$ cat src/rtl/frame_blit_with_edge_padding_assert.svh
// ----------------------------------------------------------------------------
// Assertion macros for the frame blit block
// Clocked implication checks, disabled while the active-low reset is asserted.
// ----------------------------------------------------------------------------
`ifndef FRAME_BLIT_WITH_EDGE_PADDING_ASSERT_SVH
`define FRAME_BLIT_WITH_EDGE_PADDING_ASSERT_SVH

// same-cycle implication
`define FBP_ASSERT_IMP(label, clk, rstn, ante, cons) \
    label: assert property (@(posedge clk) disable iff (!(rstn)) (ante) |-> (cons)) \
        else $error("fbp assertion failed");

// next-cycle implication
`define FBP_ASSERT_NXT(label, clk, rstn, ante, cons) \
    label: assert property (@(posedge clk) disable iff (!(rstn)) (ante) |=> (cons)) \
        else $error("fbp assertion failed");

`endif

$ cat src/rtl/fbp_pkg.sv
// ----------------------------------------------------------------------------
// fbp_pkg
// Shared types and constants of the frame blit with edge padding.
// ----------------------------------------------------------------------------
`timescale 1ns / 1ps

package fbp_pkg;

    localparam int CFG_ADDR_W = 3;
    localparam int CFG_DATA_W = 15;
    localparam int PIX_W      = 32;
    localparam int IDX_W      = 28;
    localparam int POS_W      = 14;
    localparam int COORD_W    = 16;
    localparam int OUT_DATA_W = 64;

    localparam logic [CFG_DATA_W-1:0] EXTENT_MAX = 15'd16384;

    localparam logic [CFG_ADDR_W-1:0] REG_ATLAS_WIDTH  = 3'd0;
    localparam logic [CFG_ADDR_W-1:0] REG_PADDING      = 3'd1;
    localparam logic [CFG_ADDR_W-1:0] REG_DEST_X       = 3'd2;
    localparam logic [CFG_ADDR_W-1:0] REG_DEST_Y       = 3'd3;
    localparam logic [CFG_ADDR_W-1:0] REG_FRAME_WIDTH  = 3'd4;
    localparam logic [CFG_ADDR_W-1:0] REG_FRAME_HEIGHT = 3'd5;

    typedef enum logic [1:0] {
        ST_IDLE,
        ST_BASE,
        ST_EMIT
    } state_t;

    typedef struct packed {
        logic load;
        logic base;
        logic emit;
    } cmd_t;

    typedef struct packed {
        logic done;
        logic out_free;
    } sts_t;

endpackage

$ cat src/rtl/fbp_ctrl.sv
// ----------------------------------------------------------------------------
// fbp_ctrl
// Sequencer: accept an item, form the row base, then emit its writes.
// ----------------------------------------------------------------------------
`timescale 1ns / 1ps

module fbp_ctrl (
    input  logic          aclk,
    input  logic          aresetn,
    input  logic          s_tvalid,
    output logic          s_tready,
    input  fbp_pkg::sts_t sts,
    output fbp_pkg::cmd_t cmd
);

    fbp_pkg::state_t state_reg;
    fbp_pkg::state_t state_next;

    always_ff @(posedge aclk) begin
        if (!aresetn) begin
            state_reg <= fbp_pkg::ST_IDLE;
        end else begin
            state_reg <= state_next;
        end
    end

    always_comb begin
        state_next = state_reg;
        cmd        = '0;
        s_tready   = 1'b0;
        unique case (state_reg)
            fbp_pkg::ST_IDLE: begin
                s_tready = 1'b1;
                if (s_tvalid) begin
                    cmd.load   = 1'b1;
                    state_next = fbp_pkg::ST_BASE;
                end
            end
            fbp_pkg::ST_BASE: begin
                cmd.base   = 1'b1;
                state_next = fbp_pkg::ST_EMIT;
            end
            fbp_pkg::ST_EMIT: begin
                if (sts.out_free) begin
                    cmd.emit = 1'b1;
                    if (sts.done) begin
                        state_next = fbp_pkg::ST_IDLE;
                    end
                end
            end
            default: begin
                state_next = fbp_pkg::ST_IDLE;
            end
        endcase
    end

endmodule

$ cat src/rtl/fbp_datapath.sv
// ----------------------------------------------------------------------------
// fbp_datapath
// Config registers, frame position, write span and output register.
// ----------------------------------------------------------------------------
`timescale 1ns / 1ps

`include "frame_blit_with_edge_padding_assert.svh"

module fbp_datapath (
    input  logic                              aclk,
    input  logic                              aresetn,
    input  logic                              cfg_wr_en,
    input  logic [fbp_pkg::CFG_ADDR_W-1:0]    cfg_index,
    input  logic [fbp_pkg::CFG_DATA_W-1:0]    cfg_wdata,
    input  logic [fbp_pkg::PIX_W-1:0]         s_tdata,
    output logic                              m_tvalid,
    input  logic                              m_tready,
    output logic [fbp_pkg::OUT_DATA_W-1:0]    m_tdata,
    output logic                              m_tlast,
    input  fbp_pkg::cmd_t                     cmd,
    output fbp_pkg::sts_t                     sts
);

    logic [14:0] aw_reg;
    logic [1:0]  pad_reg;
    logic [13:0] dx_reg;
    logic [13:0] dy_reg;
    logic [14:0] fw_reg;
    logic [14:0] fh_reg;
    logic [13:0] col_pos_reg;
    logic [13:0] row_pos_reg;

    logic [31:0] value_reg;
    logic [15:0] col_reg;
    logic [15:0] row_reg;
    logic [15:0] x0_reg;
    logic [15:0] x1_reg;
    logic [15:0] y1_reg;
    logic [27:0] base_reg;

    logic        m_tvalid_reg;
    logic [27:0] out_index_reg;
    logic [31:0] out_value_reg;
    logic        out_last_reg;

    logic        cfg_hit;
    logic [14:0] fw_eff;
    logic [14:0] fh_eff;
    logic [14:0] w_last;
    logic [14:0] h_last;
    logic [13:0] c_eff;
    logic [13:0] r_eff;
    logic        c_first;
    logic        c_last;
    logic        r_first;
    logic        r_last;
    logic [15:0] x_mid;
    logic [15:0] y_mid;
    logic [15:0] x0;
    logic [15:0] x1;
    logic [15:0] y0;
    logic [15:0] y1;
    logic [30:0] prod;
    logic        at_col_end;
    logic [27:0] out_index;

    always_comb begin
        unique case (cfg_index)
            fbp_pkg::REG_ATLAS_WIDTH, fbp_pkg::REG_PADDING, fbp_pkg::REG_DEST_X,
            fbp_pkg::REG_DEST_Y, fbp_pkg::REG_FRAME_WIDTH,
            fbp_pkg::REG_FRAME_HEIGHT: cfg_hit = cfg_wr_en;
            default:                   cfg_hit = 1'b0;
        endcase
    end

    // clamp frame extent to one through the maximum
    assign fw_eff = (fw_reg == 15'd0) ? 15'd1 :
                    (fw_reg > fbp_pkg::EXTENT_MAX) ? fbp_pkg::EXTENT_MAX : fw_reg;
    assign fh_eff = (fh_reg == 15'd0) ? 15'd1 :
                    (fh_reg > fbp_pkg::EXTENT_MAX) ? fbp_pkg::EXTENT_MAX : fh_reg;
    assign w_last = fw_eff - 15'd1;
    assign h_last = fh_eff - 15'd1;

    assign c_eff   = ({1'b0, col_pos_reg} > w_last) ? w_last[13:0] : col_pos_reg;
    assign r_eff   = ({1'b0, row_pos_reg} > h_last) ? h_last[13:0] : row_pos_reg;
    assign c_first = (c_eff == 14'd0);
    assign r_first = (r_eff == 14'd0);
    assign c_last  = (c_eff == w_last[13:0]);
    assign r_last  = (r_eff == h_last[13:0]);

    assign x_mid = {2'b00, dx_reg} + {14'd0, pad_reg} + {2'b00, c_eff};
    assign y_mid = {2'b00, dy_reg} + {14'd0, pad_reg} + {2'b00, r_eff};
    assign x0    = c_first ? {2'b00, dx_reg} : x_mid;
    assign y0    = r_first ? {2'b00, dy_reg} : y_mid;
    assign x1    = c_last ? (x_mid + {14'd0, pad_reg}) : x_mid;
    assign y1    = r_last ? (y_mid + {14'd0, pad_reg}) : y_mid;

    assign prod       = {15'd0, row_reg} * {16'd0, aw_reg};
    assign at_col_end = (col_reg == x1_reg);
    assign out_index  = base_reg + {12'd0, col_reg};

    assign sts.done     = at_col_end && (row_reg == y1_reg);
    assign sts.out_free = !m_tvalid_reg || m_tready;

    always_ff @(posedge aclk) begin
        if (!aresetn) begin
            aw_reg      <= 15'd64;
            pad_reg     <= 2'd0;
            dx_reg      <= 14'd0;
            dy_reg      <= 14'd0;
            fw_reg      <= 15'd1;
            fh_reg      <= 15'd1;
            col_pos_reg <= 14'd0;
            row_pos_reg <= 14'd0;
        end else if (cfg_hit) begin
            case (cfg_index)
                fbp_pkg::REG_ATLAS_WIDTH:  aw_reg <= cfg_wdata;
                fbp_pkg::REG_PADDING:      pad_reg <= cfg_wdata[1:0];
                fbp_pkg::REG_DEST_X:       dx_reg <= cfg_wdata[13:0];
                fbp_pkg::REG_DEST_Y:       dy_reg <= cfg_wdata[13:0];
                fbp_pkg::REG_FRAME_WIDTH:  fw_reg <= cfg_wdata;
                fbp_pkg::REG_FRAME_HEIGHT: fh_reg <= cfg_wdata;
                default: ;
            endcase
            col_pos_reg <= 14'd0;
            row_pos_reg <= 14'd0;
        end else if (cmd.load) begin
            if (c_last) begin
                col_pos_reg <= 14'd0;
                row_pos_reg <= r_last ? 14'd0 : r_eff + 14'd1;
            end else begin
                col_pos_reg <= c_eff + 14'd1;
                row_pos_reg <= r_eff;
            end
        end
    end

    always_ff @(posedge aclk) begin
        if (cmd.load) begin
            value_reg <= s_tdata;
            col_reg   <= x0;
            row_reg   <= y0;
            x0_reg    <= x0;
            x1_reg    <= x1;
            y1_reg    <= y1;
        end else if (cmd.base) begin
            base_reg <= prod[27:0];
        end else if (cmd.emit) begin
            if (at_col_end) begin
                col_reg  <= x0_reg;
                row_reg  <= row_reg + 16'd1;
                base_reg <= base_reg + {13'd0, aw_reg};
            end else begin
                col_reg <= col_reg + 16'd1;
            end
        end
    end

    always_ff @(posedge aclk) begin
        if (!aresetn) begin
            m_tvalid_reg <= 1'b0;
        end else if (cmd.emit) begin
            m_tvalid_reg <= 1'b1;
        end else if (m_tready) begin
            m_tvalid_reg <= 1'b0;
        end
    end

    always_ff @(posedge aclk) begin
        if (cmd.emit) begin
            out_index_reg <= out_index;
            out_value_reg <= value_reg;
            out_last_reg  <= sts.done;
        end
    end

    assign m_tvalid = m_tvalid_reg;
    assign m_tdata  = {4'd0, out_value_reg, out_index_reg};
    assign m_tlast  = out_last_reg;

    `FBP_ASSERT_IMP(a_emit_slot_free, aclk, aresetn, cmd.emit, !m_tvalid_reg || m_tready)
    `FBP_ASSERT_IMP(a_emit_in_span, aclk, aresetn, cmd.emit, (col_reg <= x1_reg) && (row_reg <= y1_reg))
    `FBP_ASSERT_NXT(a_span_ordered, aclk, aresetn, cmd.load, (x1_reg >= x0_reg) && (y1_reg >= row_reg))

endmodule

$ cat src/rtl/frame_blit_with_edge_padding.sv
// Flow: once an item is accepted, one step forms the row base with a multiplier,
// then the item's writes (one for an interior pixel) leave one write per cycle,
// while m_tready does not stall the output, through the single output register;
// the next item is accepted only after the last write of the current one is issued.
// Reset: registers return to defaults (atlas width 64, frame 1x1), frame position
// to zero; no clearing pass, the block accepts items right after reset.
// ----------------------------------------------------------------------------
// frame_blit_with_edge_padding
// Places frame pixels in an atlas and replicates border pixels by the padding.
// ----------------------------------------------------------------------------
`timescale 1ns / 1ps

module frame_blit_with_edge_padding (
    input  logic                              aclk,
    input  logic                              aresetn,
    input  logic                              cfg_wr_en,
    input  logic [fbp_pkg::CFG_ADDR_W-1:0]    cfg_index,
    input  logic [fbp_pkg::CFG_DATA_W-1:0]    cfg_wdata,
    input  logic                              s_tvalid,
    output logic                              s_tready,
    input  logic [fbp_pkg::PIX_W-1:0]         s_tdata,   // [31:0] pixel_value
    output logic                              m_tvalid,
    input  logic                              m_tready,
    output logic [fbp_pkg::OUT_DATA_W-1:0]    m_tdata,   // [27:0] pixel_index, [59:28] write_value
    output logic                              m_tlast    // last_write
);

    fbp_pkg::cmd_t cmd;
    fbp_pkg::sts_t sts;

    fbp_ctrl u_ctrl (
        .aclk     (aclk),
        .aresetn  (aresetn),
        .s_tvalid (s_tvalid),
        .s_tready (s_tready),
        .sts      (sts),
        .cmd      (cmd)
    );

    fbp_datapath u_datapath (
        .aclk      (aclk),
        .aresetn   (aresetn),
        .cfg_wr_en (cfg_wr_en),
        .cfg_index (cfg_index),
        .cfg_wdata (cfg_wdata),
        .s_tdata   (s_tdata),
        .m_tvalid  (m_tvalid),
        .m_tready  (m_tready),
        .m_tdata   (m_tdata),
        .m_tlast   (m_tlast),
        .cmd       (cmd),
        .sts       (sts)
    );

endmodule
$ cat config.mk
export PLATFORM = sky130hd
export DESIGN_NAME = frame_blit_with_edge_padding
export DESIGN_NICKNAME = d
export VERILOG_FILES = /design/src/rtl/fbp_pkg.sv /design/src/rtl/fbp_ctrl.sv /design/src/rtl/fbp_datapath.sv /design/src/rtl/frame_blit_with_edge_padding.sv
export VERILOG_INCLUDE_DIRS = /design/src /design/src/rtl
export SDC_FILE = /design/constraint.sdc
export NUM_CORES = 1
export LEC_CHECK = 0
export BUFFER_PORTS_ARGS = -buffer_cell sky130_fd_sc_hd__buf_2
export CAP_MARGIN = 25
export CORE_ASPECT_RATIO = 0.6
export CORE_MARGIN = 10
export CORE_UTILIZATION = 55
export CTS_CLUSTER_DIAMETER = 80
export DETAILED_ROUTE_END_ITERATION = 8
export PLACE_DENSITY_LB_ADDON = 0.12
export RECOVER_POWER = 25
export SYNTH_ARGS = -nofsm -noshare
export SYNTH_HDL_FRONTEND = slang
export SYNTH_HIERARCHICAL = 1
export SYNTH_SLANG_ARGS = --single-unit
$ cat constraint.sdc
create_clock -name aclk -period 9.3 [get_ports aclk]
set_clock_uncertainty 0.1 [all_clocks]
set_input_delay 1.86 -clock aclk [delete_from_list [all_inputs] [get_ports aclk]]
set_output_delay 1.86 -clock aclk [all_outputs]
set_load 0.01 [all_outputs]
# Word-level counts from Yosys, hierarchy flattened
# Cells that the tools add are included.
# totals
reg_bits	307
input_bits	55
# classes
n_addsub	14
mul	1
n_lt_le_gt_ge	4
eq_ne	15
n_mux	37
bitwise	2
n_reduce_logical	26
# op_table
cell	n
16-bit two-way mux	12
28-bit two-way mux	3
14-bit two-way mux	5
15-bit two-way mux	4
16-bit by 1-bit adder with 16-bit output (second input constant)	2
16-bit by 14-bit adder with 16-bit output	2
16-bit by 2-bit adder with 16-bit output	2
16-bit == test	2
14-bit by 2-bit adder with 15-bit output	2
14-bit by 15-bit greater-than comparator with 1-bit output	2
15-bit greater-than comparator (second input constant)	2
15-bit logical NOT	2
15-bit by 1-bit subtractor with 15-bit output (second input constant)	2
14-bit by 1-bit adder with 14-bit output (second input constant)	2
28-bit by 15-bit adder with 28-bit output	1
28-bit by 16-bit adder with 28-bit output	1
14-bit == test	2
14-bit logical NOT	2
16-bit by 15-bit multiplier with 28-bit output	1
2-bit AND reduction	7
2-bit nonzero test	5
1-bit two-way mux	9
3-bit AND reduction	3
3-bit by 2-bit == test with 1-bit output (second input constant)	2
16 further kinds	22

# Longest topological paths before layout
# Gate-level depths: netlist (run 1).
# depth
ltp_word	9
mapped_depth	36
ltp_nobuf	32

# Modules after synthesis
# Netlist (run 1), hierarchy kept.
# by_module_without_submodules
module	n_inst	cells_each	area_each_um2	seq_area_each_um2
fbp_datapath	1	2851	26531.7	8117.8
fbp_ctrl	1	11	92.6	40.0

# Worst setup path before layout (run 1)
# No wires, ideal clock.
# synth_path
kind	register to register
from	register u_datapath.fw_reg[8]
to	register u_datapath.x1_reg[14], data pin
setup_ps	266
arrival_ps	8183
path_slack_ps	751
path_stages_with_launch	37
path_buffers	4
synth_period_minus_slack_ps	8549
path_cell_list	dfxtp_1 -> or4_1 -> clkbuf_1 -> nor3_2 -> a31oi_1 -> ha_1 -> clkbuf_1 -> and2_1 -> nand4_1 -> a21oi_1 -> nor3_1 -> inv_1 -> ha_1 -> and3_1 -> nand3_1 -> nor3_1 -> a41o_1 -> a2111oi_2 -> clkbuf_1 -> clkbuf_1 -> nor2_1 -> a21oi_1 -> inv_1 -> fa_1 -> ha_1 -> inv_1 -> fa_1 -> inv_1 -> a21o_1 -> a31oi_1 -> a21oi_1 -> a311oi_1 -> o21ai_0 -> xor2_1 -> nand4_1 -> nor3_1 -> xnor2_1
# synth_via
elab_chain_len	9
elab_cells_between_ends	11
# synth_lines
item	line_no	text
start, declared	fbp_datapath.sv:28	logic [14:0] fw_reg;
start signal, assigned	fbp_datapath.sv:121	fbp_pkg::REG_FRAME_WIDTH: fw_reg <= cfg_wdata;
15-bit greater-than comparator	fbp_datapath.sv:78	(fw_reg > fbp_pkg::EXTENT_MAX) ? fbp_pkg::EXTENT_MAX : fw_reg;
15-bit two-way mux	fbp_datapath.sv:78	
15-bit two-way mux *	fbp_datapath.sv:77	assign fw_eff = (fw_reg == 15'd0) ? 15'd1 :
15-bit by 1-bit subtractor with 15-bit output *	fbp_datapath.sv:81	assign w_last = fw_eff - 15'd1;
14-bit by 15-bit greater-than comparator with 1-bit output	fbp_datapath.sv:84	assign c_eff = ({1'b0, col_pos_reg} > w_last) ? w_last[13:0] : col_pos_reg;
14-bit two-way mux	fbp_datapath.sv:84	
16-bit by 14-bit adder with 16-bit output	fbp_datapath.sv:91	assign x_mid = {2'b00, dx_reg} + {14'd0, pad_reg} + {2'b00, c_eff};
16-bit by 2-bit adder with 16-bit output	fbp_datapath.sv:95	assign x1 = c_last ? (x_mid + {14'd0, pad_reg}) : x_mid;
16-bit two-way mux *	fbp_datapath.sv:95	
named net u_datapath.x1[14]	fbp_datapath.sv:60	logic [15:0] x1;
end signal, assigned	fbp_datapath.sv:144	x1_reg <= x1;
end, declared	fbp_datapath.sv:37	logic [15:0] x1_reg;
# The timed path passes the listed nets; every way through them passes the cells marked *.
# A chain may end at the register's enable or synchronous reset.

# Worst setup path in the final report (run 1)
# layout_path
from	register u_datapath.fh_reg[3]
to	register u_datapath.y1_reg[13], data pin
# layout_via
elab_chain_len	9
elab_cells_between_ends	11
# layout_lines
item	line_no	text
start, declared	fbp_datapath.sv:29	logic [14:0] fh_reg;
start signal, assigned	fbp_datapath.sv:122	fbp_pkg::REG_FRAME_HEIGHT: fh_reg <= cfg_wdata;
15-bit greater-than comparator	fbp_datapath.sv:80	(fh_reg > fbp_pkg::EXTENT_MAX) ? fbp_pkg::EXTENT_MAX : fh_reg;
15-bit two-way mux	fbp_datapath.sv:80	
15-bit two-way mux *	fbp_datapath.sv:79	assign fh_eff = (fh_reg == 15'd0) ? 15'd1 :
15-bit by 1-bit subtractor with 15-bit output *	fbp_datapath.sv:82	assign h_last = fh_eff - 15'd1;
14-bit by 15-bit greater-than comparator with 1-bit output	fbp_datapath.sv:85	assign r_eff = ({1'b0, row_pos_reg} > h_last) ? h_last[13:0] : row_pos_reg;
14-bit two-way mux	fbp_datapath.sv:85	
16-bit by 14-bit adder with 16-bit output	fbp_datapath.sv:92	assign y_mid = {2'b00, dy_reg} + {14'd0, pad_reg} + {2'b00, r_eff};
16-bit by 2-bit adder with 16-bit output	fbp_datapath.sv:96	assign y1 = r_last ? (y_mid + {14'd0, pad_reg}) : y_mid;
16-bit two-way mux *	fbp_datapath.sv:96	
named net u_datapath.y1[13]	fbp_datapath.sv:62	logic [15:0] y1;
end signal, assigned	fbp_datapath.sv:145	y1_reg <= y1;
end, declared	fbp_datapath.sv:38	logic [15:0] y1_reg;
# Marks and branches as above.

==> impl_metrics.toml, run 1 <==
[clock_tree]
post_cts_buffers = 0
clock_latency_ns = 0.56
clockRootBuffer = "clkbuf_16"
cts_buffers = 34
clk_pin_slew_ns = 0.06
cts.htree.levels = 2
clk_path_buf_depth = 3
tritoncts = "built"
cts_sinks = 307

[yosys]
synth_most_common_cell = "nand2_1"
ys_async_sr_fraction_pct = 0
synth.largest_area_cell = "edfxtp_1"
synthDistinctLibCells = 91
netlist_area_mm2 = 0.0266
syn_inst = 2862
ys_ff_latch = 307
synth_warnings = 6
synth_top_area_share_pct = 22.7
ys.flop_type = "edfxtp_1"
synth.area.top_cells = "edfxtp_1, fa_1, ha_1"
synth.avg_cell_area_um2 = 9.30
yosysSeqAreaShare_pct = 30.6
synth_edf_count = 201
synth_common_cells = "nand2_1, inv_1, edfxtp_1, ha_1, fa_1"

[critical_path]
critical_path_arrival_ns = 8.91
crit_path_end_kind = "register"
reg2reg_from = "u_datapath/fh_reg[3]"
startpoint = "u_datapath/fh_reg[3]"
critical_path.max_stage_delay_ns = 0.55
startpoint_type = "register"
worstSetupPathType = "reg2reg"
critical-path-top-delay-family = "simple AND/OR/NAND/NOR gates"
crit_buf_inv = 5
crit_fanout = 11
cp_slowest_cell = "or4_4"
path_common_cell = "inv_1"
required_ns = 9.47

[timing]
finalSetupTns_ns = 0
fmax_mhz = 114
setup_viol = 0
worstMarginPinSlew_ns = 3.31
maxSlewViolCount = 225
max_slew_margin_pct = -121
min_period_ns = 8.74
layout_worst_path_cycle_share_pct = 94.0
fin_ws_ns = 0.561
rsz0062_at_grt = "no"
hold_viol_final = 0

[min_path]
hp-start = "u_datapath/value_reg[15]"
hold_path.class = "reg2reg"

[floorplanning]
fp.dieH_um = 190
pin_count = 122
row_count = 62
die_w_um = 304
core_area_mm2 = 0.0479
die-area_mm2 = 0.0579
start_util_pct = 55.6

[detailed_routing]
drc = 0
routedWlPerCell_um = 21.9
viasPerCell = 5.92
dr.pass1.iters = 5
drtIter0Drc = 2023
routed_wl_mm = 78.8
num_vias = 21300
ant_nets = 0

[place]
portBuffers = 117
dpl-instance-area_mm2 = 0.0280
gp_congestion = 0.962
dp_hpwl_mm = 60.9
dpl_worst_slack_ns = 0.489

[outcome]
status = "finished, violations left"
violations = "capacitance limit, slew limit"

[grt]
grt_first_pass_wirelength_mm = 122
grt_antenna_before_repair = 0
grt_max_degree = 81
grt_usage_pct = 26.5
overflow = 0
grt_pass1_vias = 20700

[power]
peakVddDrop_v = 0.000104
p_per_area_mw_per_mm2 = 154
p_leak_nw = 12.8

[run]
cap_violations = 4

[finish]
nNetsFinal = 3384
final_layout_size_suffix_gt1_share_pct = 9.74
antennaDiodeCount = 0
stdcell_area_mm2 = 0.0291
area.growth.synth_to_final_pct = 9.34
[per-stage QoR]
stage          std cells  util (%)  hold WS [ns]  power, mW
3_3_place_gp        3542      58.3         0.300       3.03
5_1_grt             3608      60.8         0.303       4.71
4_1_cts             3607      60.8         0.290       4.48
6_report            3608      60.8         0.293       4.49
2_1_floorplan       2865         -         0.300       2.64
3_5_place_dp        3545      58.4         0.305       3.06
[routing by layer]
| layer | vias to the layer above | track usage, % | share of wire, % |
|---|---|---|---|
| met3 | 80 | 8.97 | 11 |
| met4 | 0 | 4.93 | 1.6 |
| met1 | 10400 | 41.6 | 50 |
| li1 | 9977 | - | - |
| met5 | - | 0 | 0 |
| met2 | 857 | 34.1 | 37 |
[power by group]
group	leakage, nW	total (mW)	switching (mW)	internal (mW)
registers	2.77	1.69	0.102	1.59
clock network	0.553	1.41	0.616	0.793
logic	9.51	1.39	0.853	0.538
[cell families after synthesis]
group                      Yosys count  share of synthesized area (%)
muxes                               58                           2.30
adders and majority gates          387                           23.5
and+or+nand+nor                   1023                           18.5
xor gates and xnor gates           213                           7.01
DFF                                307                           30.6
AOI/OAI and AO/OA                  485                           12.4
other                                1                         0.0141
buffers and inverters              388                           5.58
[area by class of cell]
type,instances,area (um2)
Clock buffer,47,961
Clock inverter,15,184
Fill cell,4111,18800
Inverter,257,965
Multi-Input combinational cell,2170,17000
Sequential cell,307,8160
Tap cell,640,801
Timing Repair Buffer,172,1000
[repair_timing]
action                                  in CTS  in global routing
hold buffers                                 0                  0
endpoints found under the setup margin       0                  6
resized for setup                            0                  4
[path summary, 6_finish.rpt]
check	to	slack (ns)	depth (start not counted)
worst max-delay path	u_datapath/y1_reg[13]	0.56	32
worst min-delay path	u_datapath/out_value_reg[15]	0.29	0
worst max register to register	u_datapath/y1_reg[13]	0.56	32
worst min register to register	u_datapath/out_value_reg[15]	0.29	0
[placed cells by master (no fill, tap or decap), drive strengths merged, types with 31 or more instances in the layout]
cell    instances
clkbuf         50
a21oi          92
inv           257
buf           169
nor2          143
nor3           55
nand3          91
a21boi         80
and2          105
o21ai         101
ha            199
mux2i          33
nand2         432
a211oi         31
edfxtp        201
dfxtp         106
xnor2         107
xor2          106
a21o           37
fa            188
No activity file was read; power rests on OpenSTA's default activity.
==> inputs of run 2 (changes only) <==
Settings changed: CORE_UTILIZATION 55 to 64, SYNTH_HIERARCHICAL 1 to default.
Clock period 9.3 ns to 9.8 ns, I/O delays scaled along.
==> impl_metrics.toml, run 2 <==
[yosys]
ys_async_sr_fraction_pct = 0
synth_top_area_share_pct = 22.9
synth.largest_area_cell = "edfxtp_1"
syn_inst = 2812
synth.avg_cell_area_um2 = 9.36
synthDistinctLibCells = 113
synth_common_cells = "nand2_1, inv_1, edfxtp_1, xnor2_1, fa_1"
ys_ff_latch = 307
ys.flop_type = "edfxtp_1"
yosysSeqAreaShare_pct = 31.0
synth.area.top_cells = "edfxtp_1, fa_1, ha_1"
synth_most_common_cell = "nand2_1"
synth_edf_count = 201
netlist_area_mm2 = 0.0263
synth_warnings = 0

[critical_path]
crit_path_end_kind = "register"
critical_path.max_stage_delay_ns = 0.51
cp_slowest_cell = "dfxtp_1"
crit_fanout = 14
path_common_cell = "ha_1"
reg2reg_depth = 29
startpoint_type = "register"
critical_path_arrival_ns = 8.32
worstSetupPathType = "reg2reg"
required_ns = 10.05

[timing]
setup_viol = 0
worstMarginPinSlew_ns = 1.80
finalSetupTns_ns = 0
fin_ws_ns = 1.73
min_period_ns = 8.07
max_slew_margin_pct = -20.2
fmax_mhz = 124
rsz0062_at_grt = "no"
hold_viol_final = 0
layout_worst_path_cycle_share_pct = 82.3
maxSlewViolCount = 63

[outcome]
violations = "capacitance limit, slew limit"
status = "finished, violations left"

[clock_tree]
clk_pin_slew_ns = 0.07
clk_path_buf_depth = 3
cts_sinks = 307
clockRootBuffer = "clkbuf_16"
post_cts_buffers = 0
cts_resized = 0
cts_buffers = 30
tritoncts = "built"
cts.htree.levels = 1
postCtsHoldBufs = 0
clock_latency_ns = 0.60

[detailed_routing]
drtIter0Drc = 1979
num_vias = 20600
drc = 0
viasPerCell = 6.03
routedWlPerCell_um = 20.5
ant_nets = 0
dr.pass1.iters = 6
routed_wl_mm = 70.3

[place]
dp_hpwl_mm = 54.3
portBuffers = 117
dp.cells = 3366
dpl-instance-area_mm2 = 0.0273
gp_congestion = 0.982
dpl_worst_slack_ns = 1.93

[floorplanning]
core_area_mm2 = 0.0406
start_util_pct = 64.9
fp.dieH_um = 177
die_w_um = 282
die-area_mm2 = 0.0499
row_count = 57
pin_count = 122

[finish]
num-fill-cells = 3129
stdcell_area_mm2 = 0.0284
final_cells = 3424
final_cell_mix = "nand2_1, inv_1, edfxtp_1, xnor2_1, fa_1"
final_layout_size_suffix_gt1_share_pct = 9.75
nNetsFinal = 3281
antennaDiodeCount = 0
layout_commonest_cell = "nand2_1"
area.growth.synth_to_final_pct = 7.72

[run]
cap_violations = 2

[grt]
grt_max_degree = 80
grt_pass1_vias = 20100
grt_first_pass_wirelength_mm = 111
overflow = 0
grt_usage_pct = 28.0
grt_antenna_before_repair = 0

[power]
p_leak_nw = 12.3
p_per_area_mw_per_mm2 = 150
power.total_mw = 4.25
peakVddDrop_v = 0.000136

[min_path]
min_delay_path_depth = 0
hold_path.class = "reg2reg"
[run 2: cell types whose count changed after synthesis, moves of 15 or more]
cell | before | now
a211oi_1 | 31 | 16
a21oi_1 | 91 | 111
a22oi_1 | 3 | 23
clkbuf_1 | 112 | 95
ha_1 | 199 | 173
mux2i_1 | 33 | 18
nand3_1 | 91 | 59
nor2_1 | 143 | 172
xnor2_1 | 107 | 188
xor2_1 | 106 | 82
[run 2: metrics by stage]
step | utilization [%] | hold WS, ns
floorplan | - | 0.300
global placement | 67.2 | 0.301
detailed placement | 67.2 | 0.305
CTS | 69.9 | 0.320
global route | 69.9 | 0.327
finish | 69.9 | 0.318
[run 2: per-layer routing]
layer / vias up / GRT usage [%] / part of all wire [%]
li1: 9627 / - / -
met2: 949 / 39.7 / 41
met3: 93 / 7.87 / 11
met5: - / 0 / 0
met4: 0 / 4.75 / 1.5
met1: 9961 / 42.2 / 46
[run 2: final cells by class]
cell class	instances	area (um2)	area share (%)
clock buffer	36	835	2.94
clock inverter	20	238	0.838
tap	531	664	2.34
timing repair buffer	137	739	2.61
multi-input combinational	2133	16800	59.1
inverter	260	978	3.45
sequential	307	8160	28.8
[run 2: path summary, 6_finish.rpt]
kind                                               from                          end  slack, ns
worst max-delay path               u_datapath.fw_reg[3]       u_datapath.col_reg[13]       1.73
worst min-delay path            u_datapath.value_reg[9]  u_datapath.out_value_reg[9]       0.32
worst max register to register     u_datapath.fw_reg[3]       u_datapath.col_reg[13]       1.73
worst min register to register  u_datapath.value_reg[9]  u_datapath.out_value_reg[9]       0.32
[run 2: logic make-up after synthesis]
kind of cell,synth area share [%]
DFF,31.0
buffers and inverters,5.54
xor gates and xnor gates,9.15
and+or+nand+nor,18.1
AOI/OAI and AO/OA,12.7
muxes,1.35
adders and majority gates,22.2
other,0.0142
[run 2: critical path, delay by kind of cell, from the launching register on]
family,cells,cell delay (ns)
simple gates,8,1.97
flops,1,0.51
compound gates,11,3.15
fa+ha+maj,3,0.89
xor+xnor,2,0.35
mux,2,0.58
buf+inv,3,0.29
[run 2: report_power, final]
| group | switching [mW] | total, mW | internal [mW] |
|---|---|---|---|
| logic | 0.828 | 1.35 | 0.522 |
| registers | 0.124 | 1.64 | 1.52 |
| clock network | 0.540 | 1.26 | 0.719 |
